[src/rtl/core/dtq_pkg.sv]
// Shared types and constants for the delta timer queue.
// Used by dtq_cell, dtq_ctrl and delta_timer_queue; depends on nothing.
`default_nettype none

package dtq_pkg;

  localparam int DELAY_W    = 32;
  localparam int OUT_SLOT_W = 4;
  localparam int OPC_W      = 2;

  typedef enum logic [OPC_W-1:0] {
    OP_INSERT = 2'd0,
    OP_DELETE = 2'd1,
    OP_READ   = 2'd2
  } opcode_t;

  // Search token that walks the list from the head, one cell per cycle.
  typedef struct packed {
    logic               valid;
    logic [DELAY_W-1:0] rem;
  } walk_tok_t;

  // Displaced entry that an insert pushes toward the tail.
  typedef struct packed {
    logic               valid;
    logic [DELAY_W-1:0] delta;
  } carry_tok_t;

  // Gap left by a delete; it pulls the rest of the list toward the head.
  typedef struct packed {
    logic               valid;
    logic [DELAY_W-1:0] add;
  } hole_tok_t;

endpackage

`default_nettype wire

[src/rtl/core/dtq_cell.sv]
// One list position of the delta timer queue: the slot and delta stored there,
// plus the token registers that move between neighbors. Depends on dtq_pkg.
`default_nettype none

module dtq_cell #(
  parameter int SW = 4
) (
  input  wire logic                         clk,
  input  wire logic                         rst,
  input  wire logic                         is_insert,
  input  wire logic                         valid_here,
  input  wire logic [SW-1:0]                new_slot,
  input  wire logic [SW-1:0]                target,
  input  wire dtq_pkg::walk_tok_t           walk_in,
  input  wire dtq_pkg::carry_tok_t          carry_in,
  input  wire logic [SW-1:0]                carry_slot_in,
  input  wire dtq_pkg::hole_tok_t           hole_in,
  input  wire logic                         right_valid,
  input  wire logic [SW-1:0]                right_slot,
  input  wire logic [dtq_pkg::DELAY_W-1:0]  right_delta,
  output dtq_pkg::walk_tok_t                walk_out,
  output dtq_pkg::carry_tok_t               carry_out,
  output logic [SW-1:0]                     carry_slot_out,
  output dtq_pkg::hole_tok_t                hole_out,
  output logic [SW-1:0]                     slot_q,
  output logic [dtq_pkg::DELAY_W-1:0]       delta_q,
  output logic                              active,
  output logic                              done
);

  dtq_pkg::walk_tok_t             walk_here;
  dtq_pkg::carry_tok_t            carry_here;
  logic [SW-1:0]                  carry_slot_here;
  dtq_pkg::hole_tok_t             hole_here;
  logic [SW-1:0]                  slot_next;
  logic [dtq_pkg::DELAY_W-1:0]    delta_next;
  logic                           pull;
  logic [dtq_pkg::DELAY_W-1:0]    pull_add;

  always_ff @(posedge clk) begin
    if (rst) begin
      walk_here.valid  <= 1'b0;
      carry_here.valid <= 1'b0;
      hole_here.valid  <= 1'b0;
    end else begin
      walk_here.valid  <= walk_in.valid;
      carry_here.valid <= carry_in.valid;
      hole_here.valid  <= hole_in.valid;
    end
    walk_here.rem    <= walk_in.rem;
    carry_here.delta <= carry_in.delta;
    carry_slot_here  <= carry_slot_in;
    hole_here.add    <= hole_in.add;
    slot_q           <= slot_next;
    delta_q          <= delta_next;
  end

  always_comb begin
    walk_out       = '0;
    carry_out      = '0;
    carry_slot_out = slot_q;
    hole_out       = '0;
    done           = 1'b0;
    slot_next      = slot_q;
    delta_next     = delta_q;
    pull           = 1'b0;
    pull_add       = '0;

    if (walk_here.valid) begin
      if (is_insert) begin
        // Stop at the end of the list or at the first delta that is not smaller.
        if (!valid_here || walk_here.rem <= delta_q) begin
          slot_next  = new_slot;
          delta_next = walk_here.rem;
          if (valid_here) begin
            carry_out.valid = 1'b1;
            carry_out.delta = delta_q - walk_here.rem;
          end else begin
            done = 1'b1;
          end
        end else begin
          walk_out.valid = 1'b1;
          walk_out.rem   = walk_here.rem - delta_q;
        end
      end else if (slot_q == target) begin
        pull     = 1'b1;
        pull_add = delta_q;
      end else begin
        walk_out = walk_here;
      end
    end

    if (carry_here.valid) begin
      slot_next  = carry_slot_here;
      delta_next = carry_here.delta;
      if (valid_here) begin
        carry_out.valid = 1'b1;
        carry_out.delta = delta_q;
      end else begin
        done = 1'b1;
      end
    end

    if (hole_here.valid) begin
      pull     = 1'b1;
      pull_add = hole_here.add;
    end

    // The successor moves up one place; only the first one gets the freed delta.
    if (pull) begin
      if (right_valid) begin
        slot_next      = right_slot;
        delta_next     = right_delta + pull_add;
        hole_out.valid = 1'b1;
      end else begin
        done = 1'b1;
      end
    end
  end

  assign active = walk_here.valid | carry_here.valid | hole_here.valid;

endmodule

`default_nettype wire

[config.mk]
export PLATFORM = sky130hd
export DESIGN_NAME = dtq_cell
export DESIGN_NICKNAME = d
export VERILOG_FILES = /design/src/rtl/core/dtq_pkg.sv /design/src/rtl/core/dtq_cell.sv
export SDC_FILE = /design/constraint.sdc
export NUM_CORES = 1
export LEC_CHECK = 0
export BUFFER_PORTS_ARGS = -buffer_cell sky130_fd_sc_hd__buf_2
export CAP_MARGIN = 10
export CORE_MARGIN = 2
export CORE_UTILIZATION = 28
export DETAILED_ROUTE_END_ITERATION = 16
export SETUP_SLACK_MARGIN = 0.15
export SYNTH_ARGS = -nofsm -noshare
export SYNTH_HDL_FRONTEND = slang
export SYNTH_SLANG_ARGS = --single-unit
export TNS_END_PERCENT = 20
[constraint.sdc]
create_clock -name clk -period 3.4 [get_ports clk]
set_clock_uncertainty 0.1 [all_clocks]
set_input_delay 0.34 -clock clk [delete_from_list [all_inputs] [get_ports clk]]
set_output_delay 0.34 -clock clk [all_outputs]
set_load 0.01 [all_outputs]
==> flow_summary.toml, run 1 <==
[setup_path]
regToRegSetupSlack_ps = -160
worstPathArrival_ps = 3550
rr_worst_depth = 15
reg2reg_to = "delta_q[30]"
required_ps = 2960
cp_max_fo = 3
end_kind = "output pin"
worstReg2RegStart = "carry_slot_out[1]"
cp-startpoint = "delta_q[0]"
path_class = "flip-flop to output pin"
start_kind = "flip-flop"

[floorplan]
die_area_mm2 = 0.03958
die_h_um = 198.9
row_count = 71
coreArea_mm2 = 0.03758
initial_core_util = 0.2832
pin_count = 293
die_w_um = 198.9

[place]
gp_congestion = 0.9251
dpl.hpwl_mm = 38.40
io_buffer_count = 260
placed_area_mm2 = 0.01429

[clocking]
tritoncts = "done"
cts_buffers = 17
clkTransAtPathRegs_ps = 60
htree_levels = 4
cts_sinks = 139
clkLatencyLatePin_ps = 430
root_buffer = "clkbuf_16"
clock_path_buffers = 2

[status]
status = "complete, but fails checks"
failed_checks = "negative setup slack"

[yosys]
synth-edff-count = 0
mappedNetlistArea_mm2 = 0.01064
ys_types = 75
async_flop_share = 0
syn_avg_cell_area_um2 = 8.036
synth_top_cell_by_area = "dfxtp_1"
yosys_warnings = 0
seq_area_frac_synth = 0.2615
syn-instance-count = 1324
synth_ff_type = "dfxtp_1"
ys_ff_latch = 139
synth_top_area_frac = 0.2615
synthTopCellsByArea = "dfxtp_1, ha_1, a21oi_1, o21ai_0, xnor2_1"

[global_route]
use_met3 = 0.02950
grtUsageTotal = 0.2380
met1_usage = 0.3342
use_met2 = 0.3744
grt_antenna_before_repair = 0
grt_pass1_wl_mm = 70.52
top_usage_layer = "met2"
grt-ovfl-total = 0
grt_pass1_vias = 11990
grt_max_degree = 40

[drt]
drt.antenna.violating_nets = 0
num_vias = 12250
drtIter0Drc = 801
wirelength_mm = 48.15
wire_per_inst_um = 19.82
drt_pass1_iterations = 5
routed_via_density = 5.044
drc = 0

[final_layout]
drive_gt1_frac = 0.3670
seq_area_mm2 = 0.002806
multi_input_area_mm2 = 0.007674
fillers = 3734
fin_util = 0.4447
nets = 2156
design_area_mm2 = 0.01671
syn2layout_area_growth_pct = 57.04
antennaDiodeCount = 0

[timing]
max_freq_mhz = 250.9
period_share = 1.172
slew_viol_final = 0
worst_pin_slew_ps = 900.3
finalHoldViolCount = 0
setup_viol = 72
slew_headroom = 0.3976
fin_ws_ps = -585.2
rsz0062_at_grt = "yes"
period_needed_ps = 3985

[hold_path]
worstHoldStart = "walk_in[32]"
hp-class = "input pin to flip-flop"
hold_path_depth = 2
holdPathEnd = "walk_here[32]"

[power]
ir_worst_vdd_mv = 0.3204
power.leakage_nw = 8.121
powerDensity_mw_per_mm2 = 446.6

[job]
drv_cap = 0
-- cells in the final DEF, fill, tap and decap left out, types with 14 or more instances in the layout --
cell           count
buf_2            253
buf_4            249
dfxtp_1          130
nand2_1          106
dlygate4sd3_1    101
inv_1             98
a21oi_1           92
ha_1              91
nor2_1            68
o21ai_0           59
xnor2_1           44
a22o_1            43
conb_1            32
a21o_1            30
nor3_1            29
mux2i_1           28
o21ai_2           26
buf_6             23
xor2_1            22
o21a_1            21
clkbuf_16         17
o21bai_1          16
o211ai_1          15
or3_1             14
-- metrics by stage --
stage	setup TNS (ps)	setup WS [ps]	std cells	total power, mW	hold WS (ps)
floorplan	0	137.2	1355	3.879	267.7
global placement	-5544	-345.6	2273	5.310	342.8
detailed placement	-8391	-338.5	2273	5.322	343.6
CTS	-30660	-564.3	2422	7.295	22.06
global route	-39060	-724.9	2429	7.877	53.29
finish	-27880	-585.2	2429	7.463	46.02
-- cells by family after synthesis --
group,after synthesis,share of synthesized area
multiplexers,35,0.03622
AND/OR/NAND/NOR,313,0.1399
AO/OA/AOI/OAI,458,0.2953
XOR/XNOR,70,0.05762
adder cells (fa/ha/maj),99,0.1185
flip-flops,139,0.2615
other,1,0.0003524
buffers and inverters,209,0.09055
-- state kept, by name, indices dropped and copies added (netlist names) --
signal and flops:
carry_here 33, carry_slot_here 4, carry_slot_out 4, delta_q 32
hole_here 33, walk_here 33
-- worst max-delay path, cell delays in order, from the launching register on --
cell       delay, ps
dfxtp_4          370
ha_4             140
inv_2             30
fa_2             350
a21o_1           190
a21o_1           180
a211oi_2         240
o21ai_2          130
buf_4            160
a2111o_1         380
buf_4            170
a2111oi_0        410
a221oi_1         110
nand2_1          120
buf_2            140
-- worst max-delay path by stage --
stage | end | slack [ps]
3_5_place_dp | carry_out[17] | -340
5_1_grt | carry_out[20] | -720
2_1_floorplan | carry_out[28] | 140
4_1_cts | carry_out[20] | -560
6_report | carry_out[30] | -590
3_3_place_gp | carry_out[17] | -350
-- metal layers --
metal	share of wire	up-vias
met4	0.025	0
li1	-	5900
met1	0.47	5804
met3	0.061	58
met5	0	-
met2	0.45	491
-- cell usage after synthesis, types with 6 or more instances --
| library cell | count |
|---|---|
| dfxtp_1 | 139 |
| nand2_1 | 109 |
| mux2i_1 | 28 |
| xnor2_1 | 47 |
| a211oi_1 | 9 |
| nand3_1 | 14 |
| xor2_1 | 23 |
| inv_1 | 101 |
| o21a_1 | 21 |
| o21bai_1 | 16 |
| a31oi_1 | 12 |
| a22o_1 | 44 |
| nand4_1 | 12 |
| nor3_1 | 31 |
| a21oi_1 | 97 |
| o2111ai_1 | 7 |
| a21o_1 | 30 |
| buf_2 | 8 |
| or3_1 | 15 |
| o22ai_1 | 14 |
| o21ai_0 | 92 |
| o211ai_1 | 15 |
| nand2b_1 | 11 |
| clkbuf_1 | 55 |
| nor2_1 | 69 |
| mux2_4 | 7 |
| nor2b_1 | 12 |
| buf_4 | 39 |
| a221oi_1 | 17 |
| and2_1 | 6 |
| and3_1 | 10 |
| ha_1 | 96 |
| a32o_1 | 9 |
| o31ai_1 | 20 |
-- where the power goes --
group	switching [mW]	total (mW)	internal, mW
logic	2.14	3.87	1.73
clock network	0.713	1.71	1.00
registers	0.0941	1.88	1.79
total	2.95	7.46	4.51
-- area by class of cell --
class / count / area share
clock inverters: 12 / 0.006065
flip-flops and latches: 139 / 0.1680
multi-input cells: 1007 / 0.4592
well taps: 511 / 0.03826
repair buffers: 639 / 0.2797
clock buffers: 20 / 0.02613
inverters: 101 / 0.02269
-- timing repair --
action | in CTS | in global routing
setup endpoints to repair | 102 | 102
endpoints found under the hold margin | 101 | 0
gates cloned | 1 | 0
hold buffers | 101 | 0
buffers inserted | 15 | 7
pin swaps | 39 | 23
gates resized for setup | 99 | 64
No activity file was read; power rests on OpenSTA's default activity.
==> run 2, diff against run 1 <==
Settings changed: ABC_AREA set to 1, CORE_UTILIZATION 28 to 40, PLACE_DENSITY set to 0.65.
==> run 2 against run 1 <==
Against the previous run:
- the run now ends clean
- combinational power up 4%
- final area rose by 1.6%
- non-clock buffer count down 100
- critical path depth did not move
- via count up 15%
- hold slack worse by 4.2 ps
- register-to-register slack gained 360 ps
- global-route usage up 9.9 points
- clock-buffer cell count fell by 2
- sequential cell count stayed put
- largest power group unchanged
==> flow_summary.toml, run 2 <==
[status]
status = "finished, final reports clean"

[global_route]
grt_max_degree = 49
grt_pass1_vias = 13630
grtUsageTotal = 0.3370
grt-ovfl-total = 0
grt_pass1_wl_mm = 78.13
grt_antenna_before_repair = 0

[final_layout]
layout_common_cells = "nand2_1, buf_2, inv_1"
reg_top3 = "carry_here x33, hole_here x33, walk_here x33"
antennaDiodeCount = 0
design_area_mm2 = 0.01697
syn2layout_area_growth_pct = 45.37
fin_cells = 2621
drive_gt1_frac = 0.3438
fin_util = 0.5914
final_common_cell = "nand2_1"
nets = 2475
fillers = 2770

[timing]
rsz0062_at_grt = "yes"
finalHoldViolCount = 0
fin_ws_ps = 108.0
period_share = 0.9682
slew_headroom = 0.4753
max_freq_mhz = 303.8
hold-worst-slack_ps = 41.85
period_needed_ps = 3292
worst_pin_slew_ps = 786.1
fin_setup_tns_ps = 0
slew_viol_final = 0
setup_viol = 0

[clocking]
clkLatencyLatePin_ps = 440
htree_levels = 4
root_buffer = "clkbuf_16"
cts_sinks = 139
clock_path_buffers = 2
cts_buffers = 17
tritoncts = "done"
clkTransAtPathRegs_ps = 80

[place]
io_buffer_count = 260
place_inst = 2458
post-place-ws_ps = -242.4
gp_congestion = 0.9891
dpl.hpwl_mm = 41.47
placed_area_mm2 = 0.01414

[yosys]
synthTopCellsByArea = "dfxtp_1, nand2_1, ha_1, a21oi_1, inv_1"
synth.most_common_cell = "nand2_1"
synth-edff-count = 0
syn-instance-count = 1732
yosys_warnings = 0
ys_ff_latch = 139
synth_top_area_frac = 0.2383
synth_top_cell_by_area = "dfxtp_1"
synth_ff_type = "dfxtp_1"
async_flop_share = 0
ys_types = 50
synthTopCellsByCount = "nand2_1, a21oi_1, inv_1"
seq_area_frac_synth = 0.2383
syn_avg_cell_area_um2 = 6.741
mappedNetlistArea_mm2 = 0.01168

[setup_path]
cp_max_fo = 3
start_kind = "flip-flop"
crit_family = "buffers and inverters"
cp_cell_sequence = "inv_4 -> ha_4 -> inv_1 -> fa_2 -> inv_1 -> o21ai_1 -> buf_4 -> a21o_1 -> a21oi_2 -> xor2_1 -> nor2_1 -> nand2_1 -> o21ai_0 -> buf_2"
crit_buf_inv = 5
cpPeakStageDelay_ps = 380
required_ps = 2960
regToRegSetupSlack_ps = 200
path_common_cell = "inv_1"
path_class = "flip-flop to output pin"
worstPathArrival_ps = 2850
critPathSlowestCell = "dfxtp_4"
end_kind = "output pin"

[floorplan]
die_h_um = 174.9
coreArea_mm2 = 0.02870
row_count = 62
pin_count = 293
initial_core_util = 0.4068
die_w_um = 174.9
die_area_mm2 = 0.03057

[drt]
drtIter0Drc = 1314
num_vias = 14060
wire_per_inst_um = 20.37
wirelength_mm = 53.39
drt.antenna.violating_nets = 0
drt_pass1_iterations = 7
routed_via_density = 5.362
drc = 0

[power]
sw_frac_of_total = 0.4389
power_mw = 7.917
ir_worst_vdd_mv = 0.3592
combinationalPowerShare = 0.509
powerDensity_mw_per_mm2 = 466.4
pwr-share-seq = 0.246
clkPwrFrac = 0.244
internal_power_mw = 4.442
p_switching_mw = 3.475
power.leakage_nw = 8.313

[hold_path]
hp-class = "input pin to flip-flop"

[job]
drv_cap = 0
==> run 2: cell types whose count changed in the layout (fill, tap and decap cells not counted), moves of 30 or more <==
cell	delta
nand3_2	+37
nand2_1	+223
nand3_1	+71
inv_1	+90
nor2_1	+88
a21oi_2	+39
a21oi_1	+72
xnor2_1	-30
a22o_1	-43
buf_4	-83
==> run 2: final timing paths <==
check,cells past startpoint,from,endpoint
hold / removal,3,walk_in[32],walk_here[32]
setup / recovery,14,delta_q[0],carry_out[16]
hold reg to reg,2,carry_here[3],delta_q[3]
setup reg to reg,15,carry_slot_out[1],delta_q[19]
==> run 2: worst reg2reg max path, stage by stage, from the launching register on <==
cell,delay [ps]
dfxtp_1,320
or2_4,260
a21oi_4,180
nand4_1,130
buf_6,160
buf_4,170
buf_6,150
o31ai_2,230
ha_2,350
a21oi_2,180
o21ai_1,110
a21o_1,180
o21bai_1,190
or2_2,290
nand3_1,70
nand2_1,50
==> run 2: kinds of logic after synthesis <==
logic type | count (synthesis) | synth area share
simple gates | 709 | 0.2763
xor+xnor | 51 | 0.03826
other cells | 1 | 0.0003212
compound gates | 429 | 0.2190
fa+ha+maj | 99 | 0.1080
buf+inv | 304 | 0.1198
flops | 139 | 0.2383
==> run 2: what timing repair did <==
| item | in CTS | in global routing |
|---|---|---|
| resized for setup | 110 | 153 |
| setup buffers | 12 | 14 |
| pin swaps | 11 | 43 |
| setup endpoints to repair | 90 | 90 |
| hold buffers | 103 | 0 |
| gates cloned | 2 | 0 |
| hold endpoints to repair | 103 | 0 |
==> run 2: layer usage <==
layer | global-route usage | part of all wire | vias up
met5 | 0 | 0 | -
met1 | 0.4655 | 0.44 | 6528
met3 | 0.04069 | 0.079 | 123
met2 | 0.5329 | 0.45 | 752
met4 | 0.1368 | 0.039 | 0
li1 | - | - | 6652
==> run 2: final cells by class <==
class | count | area, um^2 | area share
Sequential cell | 139 | 2829 | 0.1667
Clock buffer | 18 | 429.2 | 0.02528
Tap cell | 384 | 480.5 | 0.02831
Timing Repair Buffer | 539 | 3751 | 0.2210
Inverter | 206 | 790.8 | 0.04659
Clock inverter | 14 | 155.1 | 0.009140
Multi-Input combinational cell | 1321 | 8538 | 0.5030
==> run 2: power by group through the flow <==
| stage | sequential, mW | combinational (mW) | clock (mW) |
|---|---|---|---|
| detailed placement | 1.95 | 3.38 | 0 |
| CTS | 1.93 | 3.67 | 1.94 |
| finish | 1.95 | 4.03 | 1.94 |
| floorplan | 1.94 | 2.07 | 0 |
| global placement | 1.95 | 3.38 | 0 |
| global route | 1.96 | 4.31 | 2.02 |
