**src/rtl/core/dtq_pkg.sv**
```systemverilog
// Shared types and constants for the delta timer queue.
// Used by dtq_cell, dtq_ctrl and delta_timer_queue; depends on nothing.
`default_nettype none

package dtq_pkg;

  localparam int DELAY_W    = 32;
  localparam int OUT_SLOT_W = 4;
  localparam int OPC_W      = 2;

  typedef enum logic [OPC_W-1:0] {
    OP_INSERT = 2'd0,
    OP_DELETE = 2'd1,
    OP_READ   = 2'd2
  } opcode_t;

  // Search token that walks the list from the head, one cell per cycle.
  typedef struct packed {
    logic               valid;
    logic [DELAY_W-1:0] rem;
  } walk_tok_t;

  // Displaced entry that an insert pushes toward the tail.
  typedef struct packed {
    logic               valid;
    logic [DELAY_W-1:0] delta;
  } carry_tok_t;

  // Gap left by a delete; it pulls the rest of the list toward the head.
  typedef struct packed {
    logic               valid;
    logic [DELAY_W-1:0] add;
  } hole_tok_t;

endpackage

`default_nettype wire

```
**src/rtl/core/dtq_ctrl.sv**
```systemverilog
// Command sequencer of the delta timer queue: slot bitmap, entry count,
// token launch and the result registers. Depends on dtq_pkg.
`default_nettype none

module dtq_ctrl #(
  parameter int ENTRIES = 16
) (
  input  wire logic                                    clk,
  input  wire logic                                    rst,
  input  wire logic                                    start,
  input  wire logic [dtq_pkg::OPC_W-1:0]               opcode,
  input  wire logic [dtq_pkg::DELAY_W-1:0]             delay,
  input  wire logic [3:0]                              slot,
  input  wire logic                                    any_done,
  input  wire logic [$clog2(ENTRIES)-1:0]              head_slot_cell,
  input  wire logic [dtq_pkg::DELAY_W-1:0]             head_delta_cell,
  output logic                                         busy,
  output dtq_pkg::walk_tok_t                           launch,
  output logic                                         is_insert,
  output logic [$clog2(ENTRIES)-1:0]                   new_slot,
  output logic [$clog2(ENTRIES)-1:0]                   target,
  output logic [$clog2(ENTRIES+1)-1:0]                 count,
  output logic                                         done,
  output logic [dtq_pkg::OUT_SLOT_W-1:0]               assigned_slot,
  output logic                                         error,
  output logic                                         head_valid,
  output logic [dtq_pkg::OUT_SLOT_W-1:0]               head_slot,
  output logic [dtq_pkg::DELAY_W-1:0]                  head_delay
);

  localparam int SW = $clog2(ENTRIES);
  localparam int CW = $clog2(ENTRIES + 1);

  typedef enum logic [2:0] {
    ST_IDLE   = 3'b001,
    ST_RUN    = 3'b010,
    ST_FINISH = 3'b100
  } state_t;

  state_t             state, state_next;
  logic [ENTRIES-1:0] used;
  logic               err;
  logic               accept;
  logic [SW-1:0]      free_idx;
  logic [6:0]         slot_ext;
  logic [SW-1:0]      del_idx;
  logic               in_range;
  logic               full;
  dtq_pkg::opcode_t   opc;

  assign accept   = start && (state == ST_IDLE);
  assign busy     = (state != ST_IDLE);
  assign opc      = dtq_pkg::opcode_t'(opcode);
  assign slot_ext = 7'(slot);
  assign del_idx  = slot_ext[SW-1:0];
  assign in_range = slot_ext < 7'(ENTRIES);
  assign full     = (count == CW'(ENTRIES));

  // Lowest free slot; only looked at when the pool is not full.
  always_comb begin
    free_idx = '0;
    for (int i = ENTRIES - 1; i >= 0; i--) begin
      if (!used[i]) begin
        free_idx = SW'(i);
      end
    end
  end

  always_comb begin
    launch.valid = 1'b0;
    launch.rem   = delay;
    state_next   = state;
    case (state)
      ST_IDLE: begin
        if (accept) begin
          state_next = ST_FINISH;
          case (opc)
            dtq_pkg::OP_INSERT: begin
              if (!full) begin
                launch.valid = 1'b1;
                state_next   = ST_RUN;
              end
            end
            dtq_pkg::OP_DELETE: begin
              if (in_range && used[del_idx]) begin
                launch.valid = 1'b1;
                state_next   = ST_RUN;
              end
            end
            default: begin
            end
          endcase
        end
      end
      ST_RUN: begin
        if (any_done) begin
          state_next = ST_FINISH;
        end
      end
      ST_FINISH: begin
        state_next = ST_IDLE;
      end
      default: begin
        state_next = ST_IDLE;
      end
    endcase
  end

  always_ff @(posedge clk) begin
    if (rst) begin
      state <= ST_IDLE;
      used  <= '0;
      count <= '0;
      done  <= 1'b0;
    end else begin
      state <= state_next;
      done  <= (state == ST_FINISH);
      if (state == ST_RUN && any_done) begin
        if (is_insert) begin
          count          <= count + CW'(1);
          used[new_slot] <= 1'b1;
        end else begin
          count        <= count - CW'(1);
          used[target] <= 1'b0;
        end
      end
    end

    if (accept) begin
      is_insert <= (opc == dtq_pkg::OP_INSERT);
      new_slot  <= free_idx;
      target    <= del_idx;
      case (opc)
        dtq_pkg::OP_INSERT: err <= full;
        dtq_pkg::OP_DELETE: err <= !(in_range && used[del_idx]);
        default:            err <= 1'b0;
      endcase
    end

    if (state == ST_FINISH) begin
      assigned_slot <= (is_insert && !err) ? dtq_pkg::OUT_SLOT_W'(new_slot) : '0;
      error         <= err;
      head_valid    <= (count != '0);
      head_slot     <= (count != '0) ? dtq_pkg::OUT_SLOT_W'(head_slot_cell) : '0;
      head_delay    <= (count != '0) ? head_delta_cell : '0;
    end
  end

endmodule

`default_nettype wire
```
**config.mk**
```make
export PLATFORM = sky130hd
export DESIGN_NAME = dtq_ctrl
export DESIGN_NICKNAME = d
export VERILOG_FILES = /design/src/rtl/core/dtq_pkg.sv /design/src/rtl/core/dtq_ctrl.sv
export SDC_FILE = /design/constraint.sdc
export NUM_CORES = 1
export LEC_CHECK = 0
export BUFFER_PORTS_ARGS = -buffer_cell sky130_fd_sc_hd__buf_4
export CORE_MARGIN = 10
export CORE_UTILIZATION = 40
export CTS_CLUSTER_SIZE = 30
export DETAILED_ROUTE_END_ITERATION = 6
export PLACE_DENSITY_LB_ADDON = 0.12
export SLEW_MARGIN = 20
export SYNTH_ARGS = -nofsm -noshare
export SYNTH_HDL_FRONTEND = slang
export SYNTH_SLANG_ARGS = --single-unit
```
**constraint.sdc**
```tcl
create_clock -name clk -period 4.4 [get_ports clk]
set_input_delay 0 -clock clk [delete_from_list [all_inputs] [get_ports clk]]
set_output_delay 0 -clock clk [all_outputs]
set_load 0.03 [all_outputs]
```
==> results of run 1 <==
-- worst max-delay path: stages, from the launching register on --
cell and delay (ns):
edfxtp_1 0.42, clkinv_1 0.31, fa_1 0.54, a21o_1 0.17, a21oi_1 0.17, xnor2_1 0.16, a21oi_1 0.09, a31o_2 0.22
-- worst max path at each step --
stage	from	end	cells after the start
floorplan	state[2]	assigned_slot[0]	1
global placement	count[0]	head_delay[28]	4
detailed placement	is_insert	count[4]	7
CTS	is_insert	count[4]	7
global route	is_insert	count[4]	7
finish	is_insert	count[4]	7
-- per-stage QoR --
step / instance area, um^2 / instances / worst slack [ns] / total power [W]
final: 4896 / 552 / 2.217 / 0.001456
after global routing: 4896 / 552 / 2.048 / 0.001518
after CTS: 4896 / 552 / 2.225 / 0.001470
after detailed placement: 4290 / 493 / 2.245 / 0.0009600
after global placement: 4285 / 493 / 2.116 / 0.0009587
after floorplan: 3636 / 320 / 0.3236 / 0.0009426
-- cell type report --
type | instances | area share (%)
clock buffer | 10 | 2.811
clock inverter | 6 | 0.7667
inverter | 8 | 0.6133
multi-input combinational | 194 | 25.89
sequential | 77 | 42.12
tap | 108 | 2.760
timing repair buffer | 149 | 25.04
-- synthesized netlist by cell type (3+ instances only) --
cell type / n / area (um^2)
a211oi_1: 5 / 37.54
a21o_1: 3 / 22.52
a21oi_1: 21 / 105.1
a311oi_1: 3 / 26.28
a31oi_1: 3 / 18.77
and2_1: 4 / 25.02
and2b_1: 22 / 165.2
and3_1: 5 / 31.28
buf_4: 32 / 240.2
clkbuf_1: 7 / 26.28
dfxtp_1: 25 / 500.5
edfxtp_1: 52 / 1562
ha_1: 3 / 37.54
inv_1: 7 / 26.28
mux2_2: 4 / 45.04
nand2_1: 17 / 63.81
nand2b_1: 4 / 25.02
nand3_1: 4 / 20.02
nand4_1: 3 / 18.77
nor2_1: 21 / 78.83
nor2b_1: 18 / 112.6
nor3_1: 22 / 110.1
o21ai_0: 4 / 20.02
xnor2_1: 4 / 35.03
-- cell families after synthesis --
kind of cell / count (synthesis) / synth area share (%)
multiplexers: 6 / 2.477
buffers and inverters: 49 / 8.775
AND/OR/NAND/NOR: 130 / 20.82
XOR/XNOR: 4 / 0.9634
flip-flops: 77 / 56.71
adder cells (fa/ha/maj): 4 / 1.583
AO/OA/AOI/OAI: 50 / 8.672
-- registers in the layout, summed over array words and instances (netlist names) --
register / count
error: 1
done: 1
state: 3
assigned_slot: 4
new_slot: 4
head_delay: 32
is_insert: 1
target: 4
count: 5
err: 1
head_slot: 4
used: 16
head_valid: 1
-- routing by layer --
metal / vias to the layer above / routed length [um]
li1: 1357 / -
met1: 1276 / 4012
met2: 132 / 4314
met3: 34 / 945
met4: 0 / 197
met5: - / 0
-- power by group through the flow --
stage / clock network (W) / registers (W) / logic [W]
6_report: 0.000482 / 0.000803 / 0.000170
5_1_grt: 0.000528 / 0.000806 / 0.000184
4_1_cts: 0.000495 / 0.000803 / 0.000172
3_5_place_dp: 0 / 0.000820 / 0.000140
3_3_place_gp: 0 / 0.000819 / 0.000140
2_1_floorplan: 0 / 0.000837 / 0.000105
-- timing repair --
item,4_1_cts,5_1_grt
hold endpoints to repair,44,0
hold buffers,43,0
resized for setup,0,0
==> results.tsv, run 1 <==
stage	metric	value	unit
clock_network	clk_pin_slew_worst_paths	0.07	ns
global_route	busiest_layer	met2	
setup_path	cp_max_fo	10	
route	vias	2799	
layout	final_cell_mix	106 x buf_4, 52 x edfxtp_1, 43 x dlygate4sd3_1	
timing	slew_viol_final	0	
layout	insertedDiodeCount	0	
power_and_ir_drop	power_density	297.3	nW/um^2
layout	syn_to_final_growth	34.65	%
timing	final.setup.tns	0	ns
clock_network	htreeDepth	3	
layout	ff_latch_area	2062	um^2
route	drt_iter0_markers	146	
worst_hold_path	hp-class	input pin to primary output	
route	dr.pass1.iters	5	
synthesis	synthArstFlopShare	0	%
status	run_status	finished clean	
clock_network	cts_tree	built	
route	wl	9470	um
layout	final_common_cell	buf_4	
synthesis	syn-instance-count	320	
timing	finalHoldViolations	0	
floorplanning	dieWidth	115.3	um
setup_path	critical_path_class	flip-flop to flip-flop	
synthesis	syn_avg_cell_area	11.36	um^2
route	drcViolationCount	0	
layout	nets	521	
synthesis	synth_flop_cell	edfxtp_1	
power_and_ir_drop	comb_power_share	11.7	%
power_and_ir_drop	p_seq_share	55.2	%
synthesis	syn_area	3636	um^2
global_route	grt_pass1_vias	2843	
setup_path	cp-start-kind	flip-flop	
clock_network	clk_latency	0.34	ns
floorplanning	pin_count	169	
power_and_ir_drop	p_leak	1.992	nW
floorplanning	core-area	8806	um^2
synthesis	ys_seq_elements	77	
synthesis	yosysSeqAreaShare	56.71	%
global_route	grt_overflow_total	0	
timing	worstMarginPinSlew	0.8934	ns
timing	fin_skew	0.01135	ns
timing	grt_setup_unrepaired	no	
setup_path	worstReg2RegStart	is_insert	
setup_path	arrival	2.42	ns
timing	fin_crit_sh	49.61	%
clock_network	cts_made_buffers	9	
flow_run	cap_violations	0	
floorplanning	rows	34	
placement	io_buffers	104	
global_route	grt_max_degree	44	
power_and_ir_drop	power_frac_clock	33.1	%
timing	setup_violations	0	
global_route	met3_usage	4.167	%
worst_hold_path	worstHoldStart	delay[11]	
floorplanning	initial_core_util	41.29	%
synthesis	synth_edf_count	52	
floorplanning	dieArea	13300	um^2
floorplanning	fp.dieH	115.3	um
power_and_ir_drop	vdd_drop_max	0.1503	mV
layout	multi_input_area	1267	um^2
clock_network	post-cts-setup-buffer-count	0	
layout	nFillCells	789	
setup_path	critPathRequiredTime	4.63	ns
global_route	grt_use_met2	22.58	%
worst_hold_path	whs_endpoint	launch[11]	
clock_network	cts-root-buf	clkbuf_8	
synthesis	ys_types	44	
global_route	grtUsageMet1	17.27	%
layout	layout-drive-gt1-share	30.18	%
route	wl_per_cell	17.16	um
layout	final_util	55.60	%
power_and_ir_drop	p_switching	0.0003649	W
route	via_per_inst	5.071	
timing	finalCriticalPeriod	2.183	ns
power_and_ir_drop	p_sw_share	25.07	%
setup_path	r2r_slack	2.22	ns
timing	hold_ws	0.00001162	ns
setup_path	r2r_end	count[4]	
placement	dp_hpwl	6959	um
clock_network	clockBufferDepth	2	
global_route	grt_pass1_wl	14840	um
synthesis	syn-num-nets	402	
clock_network	cts.sinks	77	
setup_path	worst-r2r-cell-count	7	
global_route	grt_util_all_layers	14.13	%
synthesis	ys_warn_count	0	
timing	max_freq	458.1	MHz
setup_path	worstSetupEndpointType	flip-flop	
global_route	antenna_found_initial	0	
placement	gp_congestion	0.8184	
worst_hold_path	min_path_cells	0	
route	detail-route-antenna-nets	0	
timing	slew_headroom	40.22	%
power_and_ir_drop	p_int	0.001091	W
Note: power is estimated with default switching activity, not from simulation.
==> run 2: changes to the inputs <==
==> constraint.sdc (replaced) <==
create_clock -name clk -period 2.05 [get_ports clk]
set_input_delay 0 -clock clk [delete_from_list [all_inputs] [get_ports clk]]
set_output_delay 0 -clock clk [all_outputs]
set_load 0.03 [all_outputs]
==> results.tsv, run 2 (synthesis results as in run 1) <==
stage	metric	value	unit	change
clock_network	cts_tree	built		
layout	multi_input_area	1277	um^2	+0.79%
timing	slew_headroom	60.20	%	+20 points
power_and_ir_drop	p_leak	2.049	nW	+2.9%
route	dr.pass1.iters	4		-1
placement	post-place-ws	0.2382	ns	-2.006 ns
global_route	grt_max_degree	44		unchanged
floorplanning	dieWidth	115.3	um	unchanged
power_and_ir_drop	vdd_drop_max	0.2980	mV	+98%
floorplanning	core-area	8806	um^2	unchanged
timing	finalCriticalPeriod	1.886	ns	
timing	grt_setup_unrepaired	no		
setup_path	worst-r2r-cell-count	7		unchanged
floorplanning	dieArea	13300	um^2	unchanged
setup_path	critical_path_class	input pin to primary output		
layout	insertedDiodeCount	0		unchanged
route	routed-wl-met2	4314	um	unchanged
timing	fin_ws	0.1644	ns	-2.053 ns
route	wl_per_cell	17.10	um	-0.31%
setup_path	cp-start-kind	input pin		
clock_network	cts.sinks	77		unchanged
timing	setup_violations	0		unchanged
timing	worstMarginPinSlew	0.5924	ns	-0.3011 ns
floorplanning	rows	34		unchanged
clock_network	cts-root-buf	clkbuf_8		
layout	largestRegisters	head_delay (32), used (16), count (5)		
layout	syn_to_final_growth	38.30	%	
route	wl	9492	um	+0.23%
route	detail-route-antenna-nets	0		unchanged
route	vias	2790		-0.32%
worst_hold_path	hp-class	input pin to primary output		
layout	largest_register_ffs	32		unchanged
worst_hold_path	worstHoldStart	delay[14]		
setup_path	critPathRequiredTime	2.05	ns	-2.58 ns
status	run_status	finished clean		
route	top_layer	met4		
timing	slew_viol_final	0		unchanged
setup_path	worstSetupEndpointType	primary output		
flow_run	cap_violations	0		unchanged
global_route	antenna_found_initial	0		unchanged
global_route	grt_util_all_layers	14.22	%	+0.086 points
setup_path	r2r_end	count[4]		
placement	io_buffers	104		unchanged
floorplanning	pin_count	169		unchanged
route	drt_iter0_markers	156		+6.8%
clock_network	clockBufferDepth	2		unchanged
worst_hold_path	whs_endpoint	launch[14]		
layout	final_cell_mix	107 x buf_4, 52 x edfxtp_1, 43 x dlygate4sd3_1		
layout	ff_latch_area	2062	um^2	unchanged
setup_path	worstReg2RegStart	is_insert		
timing	final.setup.tns	0	ns	unchanged
route	via_per_inst	5.027		-0.86%
clock_network	post-cts-setup-buffer-count	0		unchanged
floorplanning	initial_core_util	41.29	%	unchanged
global_route	grt_pass1_vias	2863		+0.70%
placement	gp_congestion	0.7798		-4.7%
layout	nFillCells	770		-2.4%
setup_path	arrival	1.89	ns	-0.53 ns
setup_path	cp_max_fo	7		-3
floorplanning	fp.dieH	115.3	um	unchanged
timing	fin_crit_sh	91.98	%	
route	drcViolationCount	0		unchanged
global_route	grt_overflow_total	0		unchanged
layout	final_common_cell	buf_4		
placement	dp_hpwl	6832	um	-1.8%
layout	top_register	head_delay		
layout	nets	524		+0.58%
timing	max_freq	530.3	MHz	
global_route	grt_pass1_wl	15110	um	+1.8%
worst_hold_path	min_path_cells	0		unchanged
setup_path	r2r_slack	0.23	ns	-1.99 ns
clock_network	clk_latency	0.34	ns	about the same
timing	finalHoldViolations	0		unchanged
clock_network	cts_made_buffers	9		unchanged
layout	layout-drive-gt1-share	31.54	%	+1.4 points
route	met3_length	821	um	-13%
power_and_ir_drop	power_density	695.7	nW/um^2	+130%
clock_network	htreeDepth	3		unchanged
timing	fin_skew	0.005737	ns	-0.005615 ns
route	wl_met1	4240	um	+5.7%
run 2: cell count changes in the layout (fill, tap and decap cells not counted), moves of 2 or more:
cell | before | now
bufinv_16 | 0 | 3
clkinvlp_4 | 2 | 0
buf_12 | 0 | 2
clkinv_1 | 2 | 0
clkinv_4 | 0 | 2
run 2: metrics by stage:
stage | hold slack (ns) | utilization (%) | instances | instance area, um^2 | power (W)
after floorplan | 0.09887 | - | 320 | 3655 | 0.002026
after global placement | 0.0002048 | 49.36 | 496 | 4347 | 0.002068
after detailed placement | 0.0002048 | 49.36 | 496 | 4347 | 0.002071
after CTS | 0.0002048 | 57.03 | 555 | 5022 | 0.003543
after global routing | 0.00004344 | 57.10 | 555 | 5029 | 0.003627
final | 0.000008393 | 57.10 | 555 | 5029 | 0.003498
run 2: what timing repair did:
item / in CTS / in global routing
hold buffers: 43 / 0
gates resized for setup: 0 / 1
hold endpoints to repair: 44 / 0
endpoints found under the setup margin: 0 / 1
run 2: cell type report:
class,count,area share [%]
Timing Repair Buffer,152,25.33
Tap cell,108,2.687
Clock buffer,9,2.463
Multi-Input combinational cell,194,25.40
Sequential cell,77,41.01
Clock inverter,7,2.414
Inverter,8,0.6967
run 2: layer usage:
metal  GRT usage [%]  vias to the layer above
met4           5.236                        0
met2           22.31                      118
met5               0                        -
li1                -                     1356
met1           18.05                     1293
met3           4.375                       23
run 2: worst max-delay path: stages:
cell	delay, ns
dlygate4sd3_1	0.53
buf_4	0.17
mux4_2	0.36
nor2_1	0.05
o31ai_1	0.39
o21a_1	0.20
buf_4	0.17
run 2: power by group:
part / leakage, nW / switching (W) / internal, W / total (W)
Clock: 0.124 / 0.000582 / 0.000817 / 0.00140
Combinational: 1.24 / 0.000180 / 0.000196 / 0.000376
Sequential: 0.684 / 0.0000394 / 0.00168 / 0.00172
Total: 2.05 / 0.000801 / 0.00270 / 0.00350
run 2: how the worst max path moves through the flow:
stage	endpoint	start	slack [ns]	depth (start not counted)
final	launch[32]	slot[0]	0.16	7
after global routing	launch[32]	used[2]	0.09	5
after CTS	launch[32]	slot[0]	0.17	7
after detailed placement	count[4]	is_insert	0.24	7
after global placement	count[4]	is_insert	0.24	7
after floorplan	count[4]	is_insert	0.02	7
==> run 3: changes to the inputs <==
--- a/config.mk
+++ b/config.mk
@@ -5,6 +5,7 @@
 export SDC_FILE = /design/constraint.sdc
 export NUM_CORES = 1
 export LEC_CHECK = 0
+export ABC_AREA = 1
 export BUFFER_PORTS_ARGS = -buffer_cell sky130_fd_sc_hd__buf_4
 export CORE_MARGIN = 10
 export CORE_UTILIZATION = 40
==> results.tsv, run 3 <==
stage	metric	value	unit	change
layout	top_register	head_delay		
timing	slew_viol_final	0		unchanged
layout	insertedDiodeCount	0		unchanged
global_route	grt_overflow_total	0		unchanged
setup_path	cp-start-kind	flip-flop		
setup_path	worst-r2r-cell-count	8		+1
global_route	grt_pass1_wl	15660	um	+3.6%
power_and_ir_drop	vdd_drop_max	0.2966	mV	-0.47%
clock_network	cts_hold_buf	45		+4.7%
synthesis	synth_edf_count	52		unchanged
clock_network	htreeDepth	3		unchanged
synthesis	ys_seq_elements	77		unchanged
floorplanning	initial_core_util	40.64	%	-0.65 points
timing	grt_setup_unrepaired	no		
synthesis	syn_avg_cell_area	9.465	um^2	-17%
synthesis	ys_warn_count	0		unchanged
flow_run	cap_violations	0		unchanged
synthesis	syn-num-nets	475		+18%
synthesis	yosysTopAreaCellShare	41.98	%	-0.97 points
layout	largest_register_ffs	32		unchanged
floorplanning	core-area	9153	um^2	+3.9%
timing	worstMarginPinSlew	0.5177	ns	-0.07465 ns
clock_network	post-cts-setup-buffer-count	0		unchanged
global_route	antenna_found_initial	0		unchanged
worst_hold_path	hp-class	input pin to primary output		
clock_network	cts_made_buffers	9		unchanged
power_and_ir_drop	power_density	680.5	nW/um^2	-2.2%
floorplanning	fp.dieH	116.4	um	+0.95%
setup_path	cp-startpoint	is_insert		
placement	io_buffers	104		unchanged
clock_network	clk_pin_slew_worst_paths	0.08	ns	
clock_network	cts-root-buf	clkbuf_8		
synthesis	syn_area	3720	um^2	+2.3%
route	detail-route-antenna-nets	0		unchanged
timing	final.setup.tns	0	ns	unchanged
route	wl	10080	um	+6.2%
synthesis	yosys-top-cells-area	edfxtp_1 42%, dfxtp_1 13%, nand2_1 8.4%		
layout	nets	600		+15%
status	run_status	finished clean		
timing	finalHoldViolations	0		unchanged
route	vias	3060		+9.7%
setup_path	r2r_end	count[4]		
placement	gp_congestion	0.8681		+11%
synthesis	yosysSeqAreaShare	55.43	%	-1.3 points
clock_network	clockBufferDepth	2		unchanged
clock_network	clk_latency	0.35	ns	about the same
floorplanning	dieWidth	116.4	um	+0.95%
placement	dp_hpwl	7401	um	+8.3%
clock_network	ctsResizeCount	0		unchanged
setup_path	critPathRequiredTime	2.28	ns	+0.23 ns
floorplanning	pin_count	169		unchanged
timing	slew_headroom	65.22	%	+5.0 points
route	drcViolationCount	0		unchanged
timing	max_freq	558.4	MHz	+5.3%
clock_network	cts_tree	built		
clock_network	cts.sinks	77		unchanged
layout	final_cell_mix	109 x buf_4, 83 x nand2_1, 74 x inv_1		
synthesis	ys_types	37		-16%
setup_path	crit_end	count[4]		
layout	largestRegisters	head_delay (32), used (16), count (5)		
layout	multi_input_area	1092	um^2	-14%
synthesis	yosys.cell_count.top_type	nand2_1		
layout	final_common_cell	buf_4		
route	wl_per_cell	15.90	um	-7.0%
layout	nFillCells	819		+6.4%
timing	setup_violations	0		unchanged
timing	fin_skew	0.01080	ns	+0.005061 ns
synthesis	synthArstFlopShare	0	%	unchanged
timing	fin_crit_sh	87.35	%	-4.6 points
synthesis	synth.top_cells.by_count	83 x nand2_1, 74 x inv_1, 52 x edfxtp_1		
route	drt_iter0_markers	219		+40%
layout	layout-drive-gt1-share	26.00	%	-5.5 points
setup_path	arrival	2.02	ns	+0.13 ns
layout	ff_latch_area	2062	um^2	unchanged
setup_path	worstReg2RegStart	is_insert		
global_route	grt_pass1_vias	3047		+6.4%
global_route	grt_max_degree	38		-14%
placement	dpl_cell_area	4399	um^2	+1.2%
layout	finalInstanceArea	5041	um^2	+0.25%
synthesis	syn-instance-count	393		+23%
synthesis	synth_flop_cell	edfxtp_1		
route	dr.pass1.iters	4		unchanged
timing	finalCriticalPeriod	1.791	ns	-0.09486 ns
floorplanning	dieArea	13560	um^2	+1.9%
floorplanning	rows	35		+2.9%
layout	syn_to_final_growth	35.52	%	
setup_path	worstSetupEndpointType	flip-flop		
global_route	grt_util_all_layers	14.65	%	+0.43 points
setup_path	cp_max_fo	5		-2
power_and_ir_drop	p_leak	2.334	nW	+14%
route	via_per_inst	4.826		-4.0%
setup_path	r2r_slack	0.26	ns	+0.03 ns
setup_path	critical_path_class	flip-flop to flip-flop		
synthesis	yosys.area.top_type	edfxtp_1		
-- run 3: cell type report --
class / instances / share of cell area (%)
Inverter: 76 / 5.709
Tap cell: 111 / 2.755
Clock inverter: 6 / 1.266
Clock buffer: 10 / 2.532
Sequential cell: 77 / 40.90
Timing Repair Buffer: 154 / 25.17
Multi-Input combinational cell: 200 / 21.67
-- run 3: worst min path at each step --
| stage | depth (start not counted) | end | slack [ns] | startpoint |
|---|---|---|---|---|
| after floorplan | 0 | target[0] | 0.1 | slot[0] |
| after global placement | 0 | launch[27] | 0.0002 | delay[27] |
| after detailed placement | 0 | launch[27] | 0.0002 | delay[27] |
| after CTS | 0 | launch[27] | 0.0002 | delay[27] |
| after global routing | 0 | launch[25] | 0.00005 | delay[25] |
| final | 0 | launch[15] | 0.00001 | delay[15] |
-- run 3: metal layers --
layer	wire length [um]	up-vias	track usage (%)	part of all wire, %
li1	-	1516	-	-
met1	4173	1397	17.53	41
met2	4720	125	24.02	47
met3	987	22	4.879	9.8
met4	198	0	5.254	2.0
met5	0	-	0	0
-- run 3: stage by stage --
step	hold WS (ns)	util, %	std cells	total power (W)	setup slack (ns)
after floorplan	0.09887	-	393	0.002176	0.04372
after global placement	0.0002048	48.07	573	0.002271	0.3447
after detailed placement	0.0002048	48.07	573	0.002277	0.2907
after CTS	0.0002048	55.08	634	0.003467	0.2351
after global routing	0.00004534	55.08	634	0.003574	0.04566
final	0.00001162	55.08	634	0.003430	0.2593
-- run 3: cells by family (layout without fill, tap and decap cells) --
group	Yosys count	in the layout	share of synthesized area (%)
buf+inv	116	246	15.51
compound gates	53	53	9.385
fa+ha+maj	4	4	1.547
simple gates	142	142	17.89
xor+xnor	1	1	0.2355
flops	77	77	55.43
-- run 3: report_power, final --
part | internal (W) | total [W] | switching (W)
Sequential | 0.00172 | 0.00176 | 0.0000401
Combinational | 0.000228 | 0.000548 | 0.000321
Clock | 0.000561 | 0.00112 | 0.000563
Total | 0.00251 | 0.00343 | 0.000924
-- run 3: critical path, cell delays in order, from the launching register on --
cell and delay (ns):
edfxtp_1 0.38, clkinv_1 0.20, fa_1 0.51, nand3_1 0.09, nand2_1 0.06, a21oi_1 0.11, o21ai_0 0.11, o21ai_0 0.17
a21oi_1 0.05
